--- src/design/dsv_pkg.sv ---
// Package of types and constants shared by the date string validator files.
`timescale 1ns / 1ps
package dsv_pkg;

   localparam int CHAR_W     = 8;
   localparam int YEAR_W     = 14;
   localparam int FIELD_W    = 7;
   localparam int POS_W      = 4;
   localparam int DIGIT_W    = 4;
   localparam int CSR_DATA_W = 32;
   localparam int CSR_ADDR_W = 3;

   localparam logic [POS_W-1:0] POS_DASH_YEAR  = 4'd4;
   localparam logic [POS_W-1:0] POS_DASH_MONTH = 4'd7;
   localparam logic [POS_W-1:0] POS_LAST       = 4'd9;
   localparam logic [POS_W-1:0] POS_LENGTH     = 4'd10;
   localparam logic [POS_W-1:0] POS_SATURATE   = 4'd11;
   localparam logic [POS_W-1:0] POS_CENTURY    = 4'd1;
   localparam logic [POS_W-1:0] POS_YEAR_TENS  = 4'd2;
   localparam logic [POS_W-1:0] POS_YEAR_UNITS = 4'd3;

   localparam logic [CHAR_W-1:0] ASCII_DASH = 8'h2D;
   localparam logic [CHAR_W-1:0] ASCII_ZERO = 8'h30;
   localparam logic [CHAR_W-1:0] ASCII_NINE = 8'h39;

   localparam logic [YEAR_W-1:0] MIN_YEAR_RESET = 14'd1970;
   localparam logic [YEAR_W-1:0] MAX_YEAR_RESET = 14'd3000;

   localparam logic [FIELD_W-1:0] MONTH_FEB  = 7'd2;
   localparam logic [FIELD_W-1:0] MONTH_APR  = 7'd4;
   localparam logic [FIELD_W-1:0] MONTH_JUN  = 7'd6;
   localparam logic [FIELD_W-1:0] MONTH_SEP  = 7'd9;
   localparam logic [FIELD_W-1:0] MONTH_NOV  = 7'd11;
   localparam logic [FIELD_W-1:0] MONTH_MAX  = 7'd12;
   localparam logic [FIELD_W-1:0] DAY_MAX    = 7'd31;
   localparam logic [FIELD_W-1:0] DAY_SHORT  = 7'd30;
   localparam logic [FIELD_W-1:0] DAY_FEB    = 7'd29;

   typedef enum logic {
      CSR_MIN_YEAR = 1'b0,
      CSR_MAX_YEAR = 1'b1
   } csr_index_type;

endpackage

--- src/design/dsv_req_if.sv ---
// Request channel interface carrying one character of the date text.
`timescale 1ns / 1ps
interface dsv_req_if;
   logic       valid;
   logic       ready;
   logic [7:0] char_code;
   logic       is_final;

   modport source (output valid, output char_code, output is_final, input ready);
   modport sink (input valid, input char_code, input is_final, output ready);
endinterface

--- src/design/dsv_rsp_if.sv ---
// Response channel interface carrying the verdict on one date text.
`timescale 1ns / 1ps
interface dsv_rsp_if;
   logic valid;
   logic ready;
   logic date_valid;

   modport source (output valid, output date_valid, input ready);
   modport sink (input valid, input date_valid, output ready);
endinterface

--- src/design/date_string_validator_unit.sv ---
// Top level of the date string validator: checks YYYY-MM-DD texts character by character.
`timescale 1ns / 1ps
// Characters of a date text arrive on the request channel, one per transaction,
// with is_final set on the last one. Every character is checked and folded into
// the running year, month and day values in the cycle it is accepted, so a new
// character can be taken in every clock cycle unless a stalled response holds it off.
// The final character produces one response transaction in the cycle after it is
// accepted; date_valid is high only for a well formed ten character calendar date
// whose year lies within the bounds held in the min_year and max_year registers.
// Other characters produce no response.
// The response sits in an output register. While it waits, the block still
// takes a character in the cycle the receiver takes the response; if the
// receiver stalls, the request channel is held off until the response goes.
// Synchronous reset clears the text state, empties the output register and
// restores the year bounds to 1970 and 3000. The registers are written over the
// APB-style port at byte addresses 0 and 4 and should only be changed while idle.
module date_string_validator_unit (
   input  logic                             clock,
   input  logic                             reset,
   dsv_req_if.sink                          req_chan,
   dsv_rsp_if.source                        rsp_chan,
   input  logic                             csr_psel,
   input  logic                             csr_penable,
   input  logic                             csr_pwrite,
   input  logic [dsv_pkg::CSR_ADDR_W-1:0]   csr_paddr,
   input  logic [dsv_pkg::CSR_DATA_W-1:0]   csr_pwdata,
   output logic [dsv_pkg::CSR_DATA_W-1:0]   csr_prdata,
   output logic                             csr_pready
);
   import dsv_pkg::*;

   logic [YEAR_W-1:0]  min_year_ff, max_year_ff;
   logic [POS_W-1:0]   pos_ff, pos_in;
   logic [YEAR_W-1:0]  year_ff, year_in;
   logic [FIELD_W-1:0] month_ff, month_in;
   logic [FIELD_W-1:0] day_ff, day_in;
   logic               fmt_err_ff, fmt_err_in;
   logic [1:0]         year_mod4_ff, year_mod4_in;
   logic [1:0]         cent_mod4_ff, cent_mod4_in;
   logic               low_zero_ff, low_zero_in;
   logic               rsp_valid_ff;
   logic               date_valid_ff, date_valid_in;

   logic               req_fire, csr_write;
   logic               is_digit;
   logic [DIGIT_W-1:0] digit;
   logic [CHAR_W-1:0]  char_off;
   logic               leap, month_ok, day_ok, year_ok, short_ok, feb_ok;
   csr_index_type      csr_index;

   assign csr_pready = 1'b1;
   assign csr_write  = csr_psel && csr_penable && csr_pwrite;
   assign csr_index  = csr_index_type'(csr_paddr[2]);

   always_comb begin
      unique case (csr_index)
         CSR_MIN_YEAR: csr_prdata = {{(CSR_DATA_W-YEAR_W){1'b0}}, min_year_ff};
         CSR_MAX_YEAR: csr_prdata = {{(CSR_DATA_W-YEAR_W){1'b0}}, max_year_ff};
         default:      csr_prdata = '0;
      endcase
   end

   always_ff @(posedge clock) begin
      if (reset) begin
         min_year_ff <= MIN_YEAR_RESET;
         max_year_ff <= MAX_YEAR_RESET;
      end else if (csr_write) begin
         unique case (csr_index)
            CSR_MIN_YEAR: min_year_ff <= csr_pwdata[YEAR_W-1:0];
            CSR_MAX_YEAR: max_year_ff <= csr_pwdata[YEAR_W-1:0];
            default: ;
         endcase
      end
   end

   assign req_chan.ready = !rsp_valid_ff || rsp_chan.ready;
   assign req_fire       = req_chan.valid && req_chan.ready;

   assign char_off = req_chan.char_code - ASCII_ZERO;
   assign is_digit = (req_chan.char_code >= ASCII_ZERO) && (req_chan.char_code <= ASCII_NINE);
   assign digit    = is_digit ? char_off[DIGIT_W-1:0] : '0;

   always_comb begin
      fmt_err_in   = fmt_err_ff;
      year_in      = year_ff;
      month_in     = month_ff;
      day_in       = day_ff;
      year_mod4_in = year_mod4_ff;
      cent_mod4_in = cent_mod4_ff;
      low_zero_in  = low_zero_ff;

      if (pos_ff >= POS_LENGTH) begin
         fmt_err_in = 1'b1;
      end else if (pos_ff == POS_DASH_YEAR || pos_ff == POS_DASH_MONTH) begin
         if (req_chan.char_code != ASCII_DASH) begin
            fmt_err_in = 1'b1;
         end
      end else if (!is_digit) begin
         fmt_err_in = 1'b1;
      end else if (pos_ff < POS_DASH_YEAR) begin
         year_in      = (year_ff << 3) + (year_ff << 1) + YEAR_W'(digit);
         // Ten is two modulo four, so the residue follows from the old one.
         year_mod4_in = {year_mod4_ff[0], 1'b0} + digit[1:0];
         if (pos_ff == POS_CENTURY) begin
            cent_mod4_in = {year_mod4_ff[0], 1'b0} + digit[1:0];
         end
         if (pos_ff == POS_YEAR_TENS) begin
            low_zero_in = (digit == '0);
         end else if (pos_ff == POS_YEAR_UNITS) begin
            low_zero_in = low_zero_ff && (digit == '0);
         end
      end else if (pos_ff < POS_DASH_MONTH) begin
         month_in = (month_ff << 3) + (month_ff << 1) + FIELD_W'(digit);
      end else begin
         day_in = (day_ff << 3) + (day_ff << 1) + FIELD_W'(digit);
      end

      pos_in = (pos_ff < POS_SATURATE) ? pos_ff + 1'b1 : pos_ff;
   end

   // A year is a leap year when divisible by four, unless it closes a century
   // whose number is not itself divisible by four.
   assign leap     = (year_mod4_ff == 2'd0) && (!low_zero_ff || cent_mod4_ff == 2'd0);
   assign month_ok = (month_in >= 7'd1) && (month_in <= MONTH_MAX);
   assign day_ok   = (day_in >= 7'd1) && (day_in <= DAY_MAX);
   assign year_ok  = (year_ff >= min_year_ff) && (year_ff <= max_year_ff);
   assign short_ok = !((month_in == MONTH_APR || month_in == MONTH_JUN ||
                        month_in == MONTH_SEP || month_in == MONTH_NOV) &&
                       day_in > DAY_SHORT);
   assign feb_ok   = (month_in != MONTH_FEB) ||
                     ((day_in < DAY_FEB) || (day_in == DAY_FEB && leap));

   assign date_valid_in = !fmt_err_in && (pos_ff == POS_LAST) && month_ok && day_ok &&
                          year_ok && short_ok && feb_ok;

   always_ff @(posedge clock) begin
      if (reset) begin
         pos_ff       <= '0;
         year_ff      <= '0;
         month_ff     <= '0;
         day_ff       <= '0;
         fmt_err_ff   <= 1'b0;
         year_mod4_ff <= '0;
         cent_mod4_ff <= '0;
         low_zero_ff  <= 1'b0;
      end else if (req_fire) begin
         if (req_chan.is_final) begin
            pos_ff       <= '0;
            year_ff      <= '0;
            month_ff     <= '0;
            day_ff       <= '0;
            fmt_err_ff   <= 1'b0;
            year_mod4_ff <= '0;
            cent_mod4_ff <= '0;
            low_zero_ff  <= 1'b0;
         end else begin
            pos_ff       <= pos_in;
            year_ff      <= year_in;
            month_ff     <= month_in;
            day_ff       <= day_in;
            fmt_err_ff   <= fmt_err_in;
            year_mod4_ff <= year_mod4_in;
            cent_mod4_ff <= cent_mod4_in;
            low_zero_ff  <= low_zero_in;
         end
      end
   end

   always_ff @(posedge clock) begin
      if (reset) begin
         rsp_valid_ff <= 1'b0;
      end else if (req_fire && req_chan.is_final) begin
         rsp_valid_ff <= 1'b1;
      end else if (rsp_chan.ready) begin
         rsp_valid_ff <= 1'b0;
      end
   end

   always_ff @(posedge clock) begin
      if (req_fire && req_chan.is_final) begin
         date_valid_ff <= date_valid_in;
      end
   end

   assign rsp_chan.valid      = rsp_valid_ff;
   assign rsp_chan.date_valid = date_valid_ff;

endmodule
--- src/flat_wrapper.sv ---
// flat-port wrapper written by rule: the top's interface ports become plain ports
module date_string_validator_unit_flat import dsv_pkg::*;
  (clock, reset, csr_psel, csr_penable, csr_pwrite, csr_paddr, csr_pwdata, csr_prdata, csr_pready, req_chan_valid, req_chan_char_code, req_chan_is_final, req_chan_ready, rsp_chan_valid, rsp_chan_date_valid, rsp_chan_ready);
  dsv_req_if req_chan_i ();
  dsv_rsp_if rsp_chan_i ();
  input  logic clock;
  input  logic reset;
  input  logic csr_psel;
  input  logic csr_penable;
  input  logic csr_pwrite;
  input  logic [dsv_pkg::CSR_ADDR_W-1:0] csr_paddr;
  input  logic [dsv_pkg::CSR_DATA_W-1:0] csr_pwdata;
  output logic [dsv_pkg::CSR_DATA_W-1:0] csr_prdata;
  output logic csr_pready;
  input wire logic [$bits(req_chan_i.valid)-1:0] req_chan_valid;
  input wire logic [$bits(req_chan_i.char_code)-1:0] req_chan_char_code;
  input wire logic [$bits(req_chan_i.is_final)-1:0] req_chan_is_final;
  output wire logic [$bits(req_chan_i.ready)-1:0] req_chan_ready;
  output wire logic [$bits(rsp_chan_i.valid)-1:0] rsp_chan_valid;
  output wire logic [$bits(rsp_chan_i.date_valid)-1:0] rsp_chan_date_valid;
  input wire logic [$bits(rsp_chan_i.ready)-1:0] rsp_chan_ready;
  assign req_chan_i.valid = req_chan_valid;
  assign req_chan_i.char_code = req_chan_char_code;
  assign req_chan_i.is_final = req_chan_is_final;
  assign req_chan_ready = req_chan_i.ready;
  assign rsp_chan_valid = rsp_chan_i.valid;
  assign rsp_chan_date_valid = rsp_chan_i.date_valid;
  assign rsp_chan_i.ready = rsp_chan_ready;
  date_string_validator_unit u_core (.clock(clock), .reset(reset), .req_chan(req_chan_i), .rsp_chan(rsp_chan_i), .csr_psel(csr_psel), .csr_penable(csr_penable), .csr_pwrite(csr_pwrite), .csr_paddr(csr_paddr), .csr_pwdata(csr_pwdata), .csr_prdata(csr_prdata), .csr_pready(csr_pready));
endmodule
--- config.mk ---
export PLATFORM = sky130hd
export DESIGN_NAME = date_string_validator_unit_flat
export DESIGN_NICKNAME = d
export VERILOG_FILES = /design/src/design/dsv_pkg.sv /design/src/design/dsv_req_if.sv /design/src/design/dsv_rsp_if.sv /design/src/design/date_string_validator_unit.sv /design/src/flat_wrapper.sv
export SDC_FILE = /design/constraint.sdc
export NUM_CORES = 1
export LEC_CHECK = 0
export BUFFER_PORTS_ARGS = -buffer_cell sky130_fd_sc_hd__buf_2
export CAP_MARGIN = 20
export CORE_MARGIN = 2
export CORE_UTILIZATION = 29
export CTS_CLUSTER_SIZE = 30
export DETAILED_ROUTE_END_ITERATION = 8
export GPL_TIMING_DRIVEN = 0
export SKIP_LAST_GASP = 1
export SLEW_MARGIN = 40
export SYNTH_ARGS = -nofsm -noshare
export SYNTH_HDL_FRONTEND = slang
export SYNTH_SLANG_ARGS = --single-unit
--- constraint.sdc ---
create_clock -name clock -period 4.6 [get_ports clock]
set_clock_uncertainty 0.2 [all_clocks]
set_input_delay 0.46 -clock clock [delete_from_list [all_inputs] [get_ports clock]]
set_output_delay 0.46 -clock clock [all_outputs]
set_load 0.02 [all_outputs]
==> results list <==
- In the synthesized netlist, the number of instances is 619.
- Setup violations remaining at the end of the flow were counted as 0.
- At the end of the flow, the number of nets in the layout was 816.
- Max-slew headroom: 0.5308
- Arrival time worst endpoint: 4.34 ns
- Ys Warns: 0
- Post-synthesis to final-layout area growth: 18.01%
- The worst setup path is of the input pin to flop kind.
* Insertion delay of the later-clocked pin in the worst-skew pair: 0.34 ns
- Share of synthesized registers carrying an async set or reset: 0
- Register area share after synthesis: 0.2688
* Worst r2r path cells: 12
- The critical path goes through buf_2 -> o21ai_1 -> and3_1 -> clkbuf_1 -> nand2_1 -> xnor2_1 -> ha_1 -> inv_1 -> fa_1 -> nand2b_1 -> mux2i_1 -> mux2i_1 -> nand4_1 -> nor4_2 -> o2111ai_1 -> a211oi_2.
- Die Area: 0.01814 mm2
- CTS Hold Bufs: 0
- The largest single stage delay on the critical path is around 0.64 ns.
* Result of the run: complete, no violations
- Number of buffers created by CTS: 9
* Syn Std Cell Area: 0.004954 mm2
- In this run the worst path has a maximum fanout of 7.
* P_int: 1.123 mW
* Cell type contributing the most total cell area after synthesis: sky130_fd_sc_hd__dfxtp_1
* Worst Path Required: about 4.6 ns
- The endpoint identified for the worst register-to-register timing path is u_core.rsp_chan.date_valid.
- The wire-length estimate of the detail-placed layout is approximately 10 mm.
- Global Route Usage Sum: 0.1483
- Entering global routing, the biggest net connects 13 pins.
* H-tree lvl count: 3
* Post-CTS resize count: 0
* Max-cap violations: 0
* CP endpoint: u_core.rsp_chan.date_valid
- The number of antenna violations at the first check in global routing is 0.
- In the post-synthesis netlist, the cell with the most instances is sky130_fd_sc_hd__ha_1.
- At the end of routability-driven placement, the weighted congestion stood at 0.8434.
* CP dominant cell by count: sky130_fd_sc_hd__mux2i_1
- Post-layout worst setup margin: around 0.21 ns
- Primary flip-flop cell chosen by synthesis mapping: sky130_fd_sc_hd__dfxtp_1
* Via count of the first global-routing pass: between 4k and 5k
* Part of the total power dissipated in sequential elements: 0.392
- The routed layout has approximately 4.5k vias.
- From left edge to right edge, the die measures 134.7 um.
- After floorplanning, the core was divided into 47 placement rows.
* Clock transition at path regs: 0.06 ns
* Initial Util: 0.2976
- Dividing the synthesized area by the synthesized cell count gives 8.002 um2.
- Static timing analysis puts the maximum clock frequency at 227.9 MHz.
* Remaining Overflow, GRT: 0
- The pre-antenna-repair detailed-routing pass consisted of 4 iterations.
- Final routed wire length divided by cell count: 14.16 um
- For this design the total switching power over the nets is 376.8 uW.
* Setup repair after global routing missed its margin: no
- Clock tree from TritonCTS: done
* Area contributors post-synth: sky130_fd_sc_hd__dfxtp_1 (26%), sky130_fd_sc_hd__ha_1 (18%), sky130_fd_sc_hd__nand2_1 (5.2%)
* Leak Pwr: 2.706 nW
* Floorplan die height: 134.7 um
- Of the total power, the share spent switching nets is 0.2512.
* Clock Power Share: 0.509
- Counting distinct cell types in the post-synthesis netlist gives 61.
- Post-route fraction of the period consumed by the critical path: 0.9541
- In the final layout, the share of cells above drive strength 1 is 0.1263.
* Hold violation total from the final report: 0
- The min-delay analysis places its worst path in the category input pin to flop.
- For this block, the initial DRC count from the detailed router was 263.
- Wires add up to around 13 mm.
* Post-CTS setup buffers: 0
- Pre-CTS setup slack: -0.07878 ns
- Across the VDD grid, the largest voltage drop is 0.3662 mV.
- Post-synth top area share: 0.2627
- The first global-routing pass estimated 21.37 mm of wire.
- Max-slew violation count: 0
* Cell chosen for the clock root: sky130_fd_sc_hd__clkbuf_16
- Launching element type of the critical path: input pin
- Counting flops and latches in the post-synthesis netlist gives 66.
* Library cell contributing the largest single delay on the critical path: sky130_fd_sc_hd__fa_1
- Antenna-violating nets left: 0
- CORE AREA: 0.01664 mm2
- Startpoint of the lowest-slack hold path: csr_pwdata[4]
- Tracing the worst setup path back leads to its startpoint at req_chan_char_code[1].
- Setup slack on the worst reg-to-reg path comes out at 1.06 ns.
- In the synthesized netlist, the cells that appear most often are sky130_fd_sc_hd__ha_1 (70), sky130_fd_sc_hd__nand2_1 (69), sky130_fd_sc_hd__dfxtp_1 (65).
- Subtracting the final worst setup slack from the clock period gives 4.389 ns.
* Relative contribution of combinational cells to total power: 0.100
- Via density per instance: ~4.9
* Count of buffers from port buffering: 45
- Number of enable-type register cells in the synthesized netlist: 1
* Worst-Margin Slew: about 0.70 ns
- The longest clock path from root to sink contains 2 buffers.
- Boundary Pins: 87
- Count of unresolved DRC violations after routing: 0
- Antenna diodes: 0
* Hold_ws: ~0.14 ns
- Beginning of the worst register-to-register path: u_core.month_ff[0]
* TritonCTS Sinks: 66
* Pwr/cell area: roughly 260 mW/mm2
- The worst setup path is captured at a flop.
-- how the worst min path moves through the flow --
| stage | end | slack [ns] | cells after the start |
|---|---|---|---|
| floorplan | u_core.min_year_ff[11] | 0.24 | 2 |
| global placement | u_core.min_year_ff[2] | 0.24 | 2 |
| detailed placement | u_core.min_year_ff[11] | 0.25 | 2 |
| CTS | u_core.max_year_ff[4] | 0.13 | 2 |
| global route | u_core.min_year_ff[5] | 0.14 | 2 |
| finish | u_core.max_year_ff[4] | 0.14 | 2 |
-- cell type report --
type	instances	area, um2
buffer	41	225.2
clock buffer	10	239.0
clock inverter	6	88.84
fill	1719	10800
inverter	47	176.4
multi-input combinational	482	3284
sequential	66	1331
tap	220	275.3
timing repair buffer	45	225.2
-- placed cells by master, fill, tap and decap left out, types with 20 or more instances in the layout --
master                     netlist  routed
sky130_fd_sc_hd__nor2_1         57      57
sky130_fd_sc_hd__nand2_1        69      69
sky130_fd_sc_hd__ha_1           70      70
sky130_fd_sc_hd__dfxtp_1        65      65
sky130_fd_sc_hd__clkbuf_1       20      20
sky130_fd_sc_hd__buf_2           0      45
sky130_fd_sc_hd__inv_1          47      47
sky130_fd_sc_hd__o21ai_0        30      30
sky130_fd_sc_hd__xnor2_1        22      22
sky130_fd_sc_hd__a21oi_1        44      44
-- power groups by stage --
stage	combinational, mW	sequential, mW	clock, mW
after global routing	0.165	0.588	0.799
after CTS	0.149	0.588	0.776
after detailed placement	0.149	0.600	0
after floorplan	0.0980	0.600	0
after global placement	0.148	0.600	0
final	0.149	0.588	0.763
-- registers in the layout, indices dropped and copies added (netlist names) --
signal,flops
u_core.day_ff,7
u_core.cent_mod4_ff,2
u_core.fmt_err_ff,1
u_core.low_zero_ff,1
u_core.pos_ff,4
u_core.month_ff,7
u_core.rsp_chan.date_valid,1
u_core.max_year_ff,14
u_core.year_mod4_ff,1
u_core.rsp_chan.valid,1
u_core.min_year_ff,14
u_core.year_ff,13
-- cells by family after synthesis --
family	count (synthesis)	share of synthesized area
fa+ha+maj	73	0.1889
simple gates	197	0.1910
xor+xnor	26	0.04597
buf+inv	88	0.08108
compound gates	163	0.2144
flops	66	0.2688
mux	4	0.008336
other cells	2	0.001516
-- routing by layer --
| metal | part of all wire | vias up | global-route usage |
|---|---|---|---|
| met1 | 0.50 | 2059 | 0.2110 |
| met3 | 0.048 | 14 | 0.03003 |
| met5 | 0 | - | 0 |
| met4 | 0.012 | 0 | 0.04094 |
| li1 | - | 2312 | - |
| met2 | 0.44 | 98 | 0.2273 |
-- stage by stage --
| step | util | std cells | setup TNS, ns | cell area, um2 | total power, mW |
|---|---|---|---|---|---|
| 2_1_floorplan | - | 636 | 0 | 5017 | 0.6977 |
| 3_3_place_gp | 0.3316 | 901 | -0.1923 | 5518 | 0.7480 |
| 3_5_place_dp | 0.3316 | 901 | -0.07878 | 5518 | 0.7487 |
| 4_1_cts | 0.3513 | 917 | 0 | 5846 | 1.512 |
| 5_1_grt | 0.3513 | 917 | 0 | 5846 | 1.552 |
| 6_report | 0.3513 | 917 | 0 | 5846 | 1.500 |
-- critical path, delay by kind of cell --
family	cells	cell delay (ns)
xor+xnor	1	0.19
simple gates	5	1.08
compound gates	3	0.88
buf+inv	3	0.51
fa+ha+maj	2	0.97
mux	2	0.24
Power figures use the tool's default switching activity.
